===== config.mk =====
export PLATFORM = sky130hd
export DESIGN_NAME = stable_ascending_key_sorter
export DESIGN_NICKNAME = d
export VERILOG_FILES = /design/src/rtl/sks_pkg.sv /design/src/rtl/sks_cell.sv /design/src/rtl/stable_ascending_key_sorter.sv
export SDC_FILE = /design/constraint.sdc
export NUM_CORES = 2
export LEC_CHECK = 0
export BUFFER_PORTS_ARGS = -buffer_cell sky130_fd_sc_hd__buf_2
export CAP_MARGIN = 20
export CORE_AREA = 2 2 380 382
export CTS_BUF_LIST = sky130_fd_sc_hd__clkbuf_16
export CTS_CLUSTER_SIZE = 25
export DETAILED_ROUTE_END_ITERATION = 16
export DIE_AREA = 0 0 382 384
export PLACE_DENSITY_LB_ADDON = 0.3
export SLEW_MARGIN = 0
export SYNTH_ARGS = -nofsm -noshare
export SYNTH_HDL_FRONTEND = slang
export SYNTH_HIERARCHICAL = 1
export SYNTH_SLANG_ARGS = --single-unit
export TNS_END_PERCENT = 50

===== constraint.sdc =====
create_clock -name clock -period 13.95 [get_ports clock]
set_input_delay 0 -clock clock [delete_from_list [all_inputs] [get_ports clock]]
set_output_delay 0 -clock clock [all_outputs]
set_load 0.005 [all_outputs]

===== src/rtl/sks_pkg.sv =====
// shared types and constants for the stable ascending key sorter
package sks_pkg;

   localparam int CAPACITY = 32;
   localparam int KEY_W    = 16;
   localparam int TAG_W    = 8;

   typedef struct packed {
      logic [KEY_W-1:0] sort_key;
      logic [TAG_W-1:0] payload_tag;
      logic             final_record;
   } sks_req_type;

   typedef struct packed {
      logic [KEY_W-1:0] sorted_key;
      logic [TAG_W-1:0] sorted_tag;
      logic             end_of_run;
      logic             dropped_records;
   } sks_rsp_type;

   typedef struct packed {
      logic             valid;
      logic [KEY_W-1:0] key;
      logic [TAG_W-1:0] tag;
   } sks_rec_type;

   typedef struct packed {
      logic insert;
      logic drain;
   } sks_ctl_type;

endpackage


===== src/rtl/sks_cell.sv =====
// one storage cell of the sorting chain
module sks_cell import sks_pkg::*; (
   input  logic             clock,
   input  logic             reset,
   input  sks_ctl_type      ctl,
   input  logic [KEY_W-1:0] new_key,
   input  logic [TAG_W-1:0] new_tag,
   input  sks_rec_type      prev_rec,
   input  logic             prev_gt,
   input  sks_rec_type      next_rec,
   output sks_rec_type      rec,
   output logic             gt
);

   logic             valid_ff, valid_in;
   logic [KEY_W-1:0] key_ff, key_in;
   logic [TAG_W-1:0] tag_ff, tag_in;

   // empty cells count as greater so new records land behind stored ones
   assign gt = !valid_ff || (key_ff > new_key);

   always_comb begin
      valid_in = valid_ff;
      key_in   = key_ff;
      tag_in   = tag_ff;
      if (ctl.drain) begin
         valid_in = next_rec.valid;
         key_in   = next_rec.key;
         tag_in   = next_rec.tag;
      end else if (ctl.insert && gt) begin
         if (prev_gt) begin
            valid_in = prev_rec.valid;
            key_in   = prev_rec.key;
            tag_in   = prev_rec.tag;
         end else begin
            valid_in = 1'b1;
            key_in   = new_key;
            tag_in   = new_tag;
         end
      end
   end

   always_ff @(posedge clock) begin
      if (reset) begin
         valid_ff <= 1'b0;
      end else begin
         valid_ff <= valid_in;
      end
      key_ff <= key_in;
      tag_ff <= tag_in;
   end

   assign rec.valid = valid_ff;
   assign rec.key   = key_ff;
   assign rec.tag   = tag_ff;

endmodule


===== src/rtl/stable_ascending_key_sorter.sv =====
// top level of the stable ascending key sorter
//
// records come in on req while start is high and busy is low, one transfer
// per cycle. each record is placed into a chain of CAPACITY cells that keeps
// the stored records in ascending key order at all times; a record with a key
// equal to stored ones lands behind them, so load order is kept.
// a record that arrives while all cells are full is dropped and the set is
// flagged in dropped_records.
// after the transfer that carries final_record, busy is high while the
// chain shifts its stored records toward cell zero; the results pass from
// cell zero through the output registers and appear on rsp with rsp_strobe
// for one cycle each, in consecutive cycles. end_of_run marks the last.
// the receiver cannot stall: every strobed result must be taken.
// reset empties the chain, clears the drop flag and ends any drain.
module stable_ascending_key_sorter import sks_pkg::*; (
   input  logic        clock,
   input  logic        reset,
   input  logic        start,
   output logic        busy,
   input  sks_req_type req,
   output logic        rsp_strobe,
   output sks_rsp_type rsp
);

   sks_rec_type           rec [CAPACITY];
   logic [CAPACITY-1:0]   gt;
   logic [CAPACITY-1:0]   valid_vec;
   sks_ctl_type           ctl;

   logic        emit_ff, emit_in;
   logic        overflow_ff, overflow_in;
   logic        strobe_ff, strobe_in;
   sks_rsp_type rsp_ff, rsp_in;

   logic accept;
   logic full;
   logic last_out;

   assign accept     = start && !emit_ff;
   assign full       = rec[CAPACITY-1].valid;
   assign ctl.insert = accept && !full;
   assign ctl.drain  = emit_ff;
   assign last_out   = !rec[1].valid;

   for (genvar i = 0; i < CAPACITY; i++) begin : g_cell
      sks_rec_type prev_rec;
      logic        prev_gt;
      sks_rec_type next_rec;

      if (i == 0) begin : g_head
         assign prev_rec = '0;
         assign prev_gt  = 1'b0;
      end else begin : g_body
         assign prev_rec = rec[i-1];
         assign prev_gt  = gt[i-1];
      end

      if (i == CAPACITY - 1) begin : g_tail
         assign next_rec = '0;
      end else begin : g_inner
         assign next_rec = rec[i+1];
      end

      sks_cell u_cell (
         .clock    (clock),
         .reset    (reset),
         .ctl      (ctl),
         .new_key  (req.sort_key),
         .new_tag  (req.payload_tag),
         .prev_rec (prev_rec),
         .prev_gt  (prev_gt),
         .next_rec (next_rec),
         .rec      (rec[i]),
         .gt       (gt[i])
      );

      assign valid_vec[i] = rec[i].valid;
   end

   always_comb begin
      emit_in     = emit_ff;
      overflow_in = overflow_ff;
      if (accept) begin
         if (full) begin
            overflow_in = 1'b1;
         end
         if (req.final_record) begin
            emit_in = 1'b1;
         end
      end
      if (emit_ff && last_out) begin
         emit_in     = 1'b0;
         overflow_in = 1'b0;
      end
      strobe_in              = emit_ff;
      rsp_in.sorted_key      = rec[0].key;
      rsp_in.sorted_tag      = rec[0].tag;
      rsp_in.end_of_run      = last_out;
      rsp_in.dropped_records = overflow_ff;
   end

   always_ff @(posedge clock) begin
      if (reset) begin
         emit_ff     <= 1'b0;
         overflow_ff <= 1'b0;
         strobe_ff   <= 1'b0;
      end else begin
         emit_ff     <= emit_in;
         overflow_ff <= overflow_in;
         strobe_ff   <= strobe_in;
      end
      rsp_ff <= rsp_in;
   end

   assign busy       = emit_ff;
   assign rsp_strobe = strobe_ff;
   assign rsp        = rsp_ff;

   // stored records always fill the chain from the head without gaps
   a_packed: assert property (@(posedge clock) disable iff (reset)
      (valid_vec & (valid_vec + 1'b1)) == '0)
      else $error("gap in sorting chain");

   a_drain_nonempty: assert property (@(posedge clock) disable iff (reset)
      emit_ff |-> rec[0].valid)
      else $error("drain from empty chain");

   a_strobe_after_drain: assert property (@(posedge clock) disable iff (reset)
      rsp_strobe |-> $past(emit_ff))
      else $error("result transfer without drain");

   a_end_closes_drain: assert property (@(posedge clock) disable iff (reset)
      (rsp_strobe && rsp.end_of_run) |-> (!emit_ff && !overflow_ff))
      else $error("drain still open after last result");

   a_ascending: assert property (@(posedge clock) disable iff (reset)
      (emit_ff && rec[1].valid) |-> (rec[0].key <= rec[1].key))
      else $error("chain head out of order");

endmodule

Word-level counts from Yosys, hierarchy flattened
Cells that the tools add are included.

Register bits after elaboration: 829. Output and inout port bits: 28. Input bits: 28. Word-level logic and storage cells: 549.

Magnitude comparators: 32. Reduce and logical (&&, ||, !) cells: 135. Multiplexer cells: 279.

Operator list (number): 16-bit two-way mux (93); 8-bit two-way mux (93); 16-bit greater-than comparator (32); 1-bit two-way mux (93); 2-bit nonzero test (31); 1-bit logical AND (35); 1-bit logical NOT (33); 1-bit logical OR (32); 2-bit AND reduction (2); 2-bit OR reduction (2).

Logic depth before layout (Yosys ltp)
Depth after elaboration: 6. Gate-level depth with buffers: 13. Depth with buffers taken out: 12.

By module
Netlist, hierarchy kept.

Modules (own cells, without submodules): sks_cell at g_cell[0].u_cell ... (sequential area each 740.7 sq um, times used 25, cells each 175, area an instance 1707.9 sq um); sks_cell at g_cell[19].u_cell ... (sequential area each 740.7 sq um, times used 7, cells each 169, area an instance 1717.9 sq um); stable_ascending_key_sorter (sequential area each 580.6 sq um, times used 1, cells each 40, area an instance 651.9 sq um).

Worst setup path after synthesis
No wires, ideal clock.

Path kind: reg2reg. Start point: register emit_ff (netlist: busy). End point: register g_cell[19].u_cell.key_ff[0], enable pin. Slack: 5.744 ns. Library setup time: 0.410 ns. Clock period less this slack: 8.206 ns. Path buffers: 0. Required time: 13.540 ns. Stages on the path, launching flop included: 4. Arrival: 7.796 ns. Path through: dfxtp_1 nor3b_1 nand2b_1 o21bai_1.

RTL lines: start: declaration (RTL line stable_ascending_key_sorter.sv:30) `logic emit_ff, emit_in;`; start signal: assignment (RTL line stable_ascending_key_sorter.sv:108) `emit_ff <= emit_in;`; end signal: assignment (RTL line sks_cell.sv:49) `key_ff <= key_in;`; end: declaration (RTL line sks_cell.sv:16) `logic [KEY_W-1:0] key_ff, key_in;`.

Worst setup path after layout
Start point: register emit_ff (netlist: busy). End point: register g_cell[3].u_cell.key_ff[4], enable pin.

Word-level cells in the longest chain between the ends: 5.

RTL lines: 1-bit logical NOT (RTL line stable_ascending_key_sorter.sv:39) `assign accept = start && !emit_ff;`; 1-bit logical AND (RTL line stable_ascending_key_sorter.sv:39); 1-bit logical AND (RTL line stable_ascending_key_sorter.sv:41) `assign ctl.insert = accept && !full;`; 1-bit logical AND (RTL line sks_cell.sv:30) `end else if (ctl.insert && gt) begin`; 2-bit nonzero test (no line) (*); end signal: assignment (RTL line sks_cell.sv:49); end: declaration (RTL line sks_cell.sv:16).

Every way passes the cells marked *; elsewhere a longest branch is shown, timed or not. A chain may end at the register's enable or synchronous reset.

==> flow_summary.toml <==
[final_layout]
drive_above_1_share = 0.0703
finalNetCount = 6118
postLayoutCellArea_sq_um = 60900
diodes = 0
utilization = 0.427
area_growth_pct = 10.1

[cts]
clk_latency_ns = 0.73
htree_levels = 3
cts_buffer_depth = 3
clockRootBuffer = "clkbuf_16"
clk_transition_reported_paths_ns = 0.06
cts_inserted_buffers = 100
cts_tree = "built"
cts.sinks = 829

[placed_design]
dp_slack_ns = 9.49
dp_hpwl_um = 107000
place_area_sq_um = 57600
finalWeightedCongestion = 0.833
portBuffers = 55

[status]
status = "finished, final reports clean"

[worst_setup_path]
arrival_ns = 4.90
critPathCaptureType = "flop"
reg2reg_slack_ns = 9.45
worst-path-max-fanout = 243
startpoint_type = "flop"
worstSetupPathType = "flop to flop"
worstPathRequired_ns = 14.35

[detailed_routing]
post_drt_wl_per_cell_um = 19.9
ant_nets = 0
wirelength_um = 151000
vias = 41148
dr.pass1.iters = 5
drc_errors = 0
viasPerCell = 5.44
drtIter0Drc = 3752

[grt]
gr-total-overflow = 0
grt_pass1_vias = 40248
grt_first_pass_wirelength_um = 235000
gr-usage-all-layers = 0.201
grt_start_max_net_pins = 244
antenna_found_initial = 7

[timing]
worst_slack_ns = 9.45
fin_skew_ns = 0.0526
period_minus_slack_ns = 4.50
drv_slew = 0
setup_tns_ns = 0
max_freq_mhz = 222
setup_viol = 0
hold_viol_final = 0
worstMarginPinSlew_ns = 1.09
rsz0062_at_grt = "false"
fin_crit_sh = 0.322
relSlewSlack = 0.271

[floorplan]
die_height_um = 384
num_rows = 139
core_area_sq_um = 143000
start_util = 0.388
dieArea_sq_um = 147000
pin_count = 56
die_x_um = 382

[power]
peakVddDrop_mv = 0.0951
power_density_nw_per_um2 = 153
p_leak_nw = 28.7
p_total_mw = 9.30

[synth]
netlist_area_sq_um = 55400
synth_area_per_cell_sq_um = 9.89
syn_inst = 5597
ys.warnings.count = 6

[flow_run]
cap_violations = 0

[worst_hold_path]
hold_class = "input pin to flop"
-- report_power, final --
part	internal, mW	switching [mW]
logic	0.982	1.41
clock network	1.49	1.09
registers	3.69	0.642
-- flip-flops by register name, indices dropped and copies added (netlist names) --
name	flops
g_cell.u_cell/valid_ff	32
g_cell.u_cell/key_ff	512
rsp_strobe	1
g_cell.u_cell/tag_ff	256
busy	1
rsp	26
overflow_ff	1
-- timing repair --
action	in CTS	in global routing
buffers inserted	0	0
hold endpoints to repair	112	0
hold buffers	18	0
gates resized for setup	0	0
-- layout make-up --
type	count	area (sq um)
fillers	13637	81800
inverters	552	2070
well taps	1903	2380
clock inverters	83	681
flip-flops and latches	829	24300
multi-input cells	3953	27800
repair buffers	142	1160
clock buffers	101	2530
-- path summary, 6_finish.rpt --
path	end	startpoint	cells after the start
max	g_cell[3].u_cell/key_ff[4]	busy	5
min	g_cell[31].u_cell/key_ff[9]	req[18]	4
max reg2reg	g_cell[3].u_cell/key_ff[4]	busy	5
min reg2reg	rsp[0]	overflow_ff	0
-- layer usage --
layer / global-route usage / wire length (um)
met5: 0 / 63
met4: 0.0537 / 3760
met3: 0.0252 / 7970
met2: 0.312 / 66100
met1: 0.295 / 73000
-- through the flow --
step | hold WS [ns] | cells
after floorplan | 0.0691 | 5647
after global placement | 0.316 | 7351
after detailed placement | 0.329 | 7361
after CTS | 0.0282 | 7563
after global routing | 0.0857 | 7563
final | 0.0823 | 7563
-- worst max-delay path, cell delays in order, from the launching register on --
cell	delay [ns]
dfxtp_4	0.80
buf_4	0.72
buf_12	0.58
buf_4	0.77
a311o_1	0.60
buf_4	0.31
-- cells in the final DEF, fill, tap and decap left out, types with 32 or more instances in the layout --
master / n
nor2_1: 50
ha_1: 512
a21oi_1: 268
nand4_2: 39
conb_1: 51
buf_4: 69
o21ai_0: 843
edfxtp_1: 768
nor2b_1: 33
clkbuf_16: 101
mux2i_1: 768
buf_2: 41
nor4_2: 32
nand2b_1: 58
inv_1: 580
nand4_1: 32
dfxtp_1: 60
nand2_1: 976
Note: power is estimated with default switching activity, not from simulation.
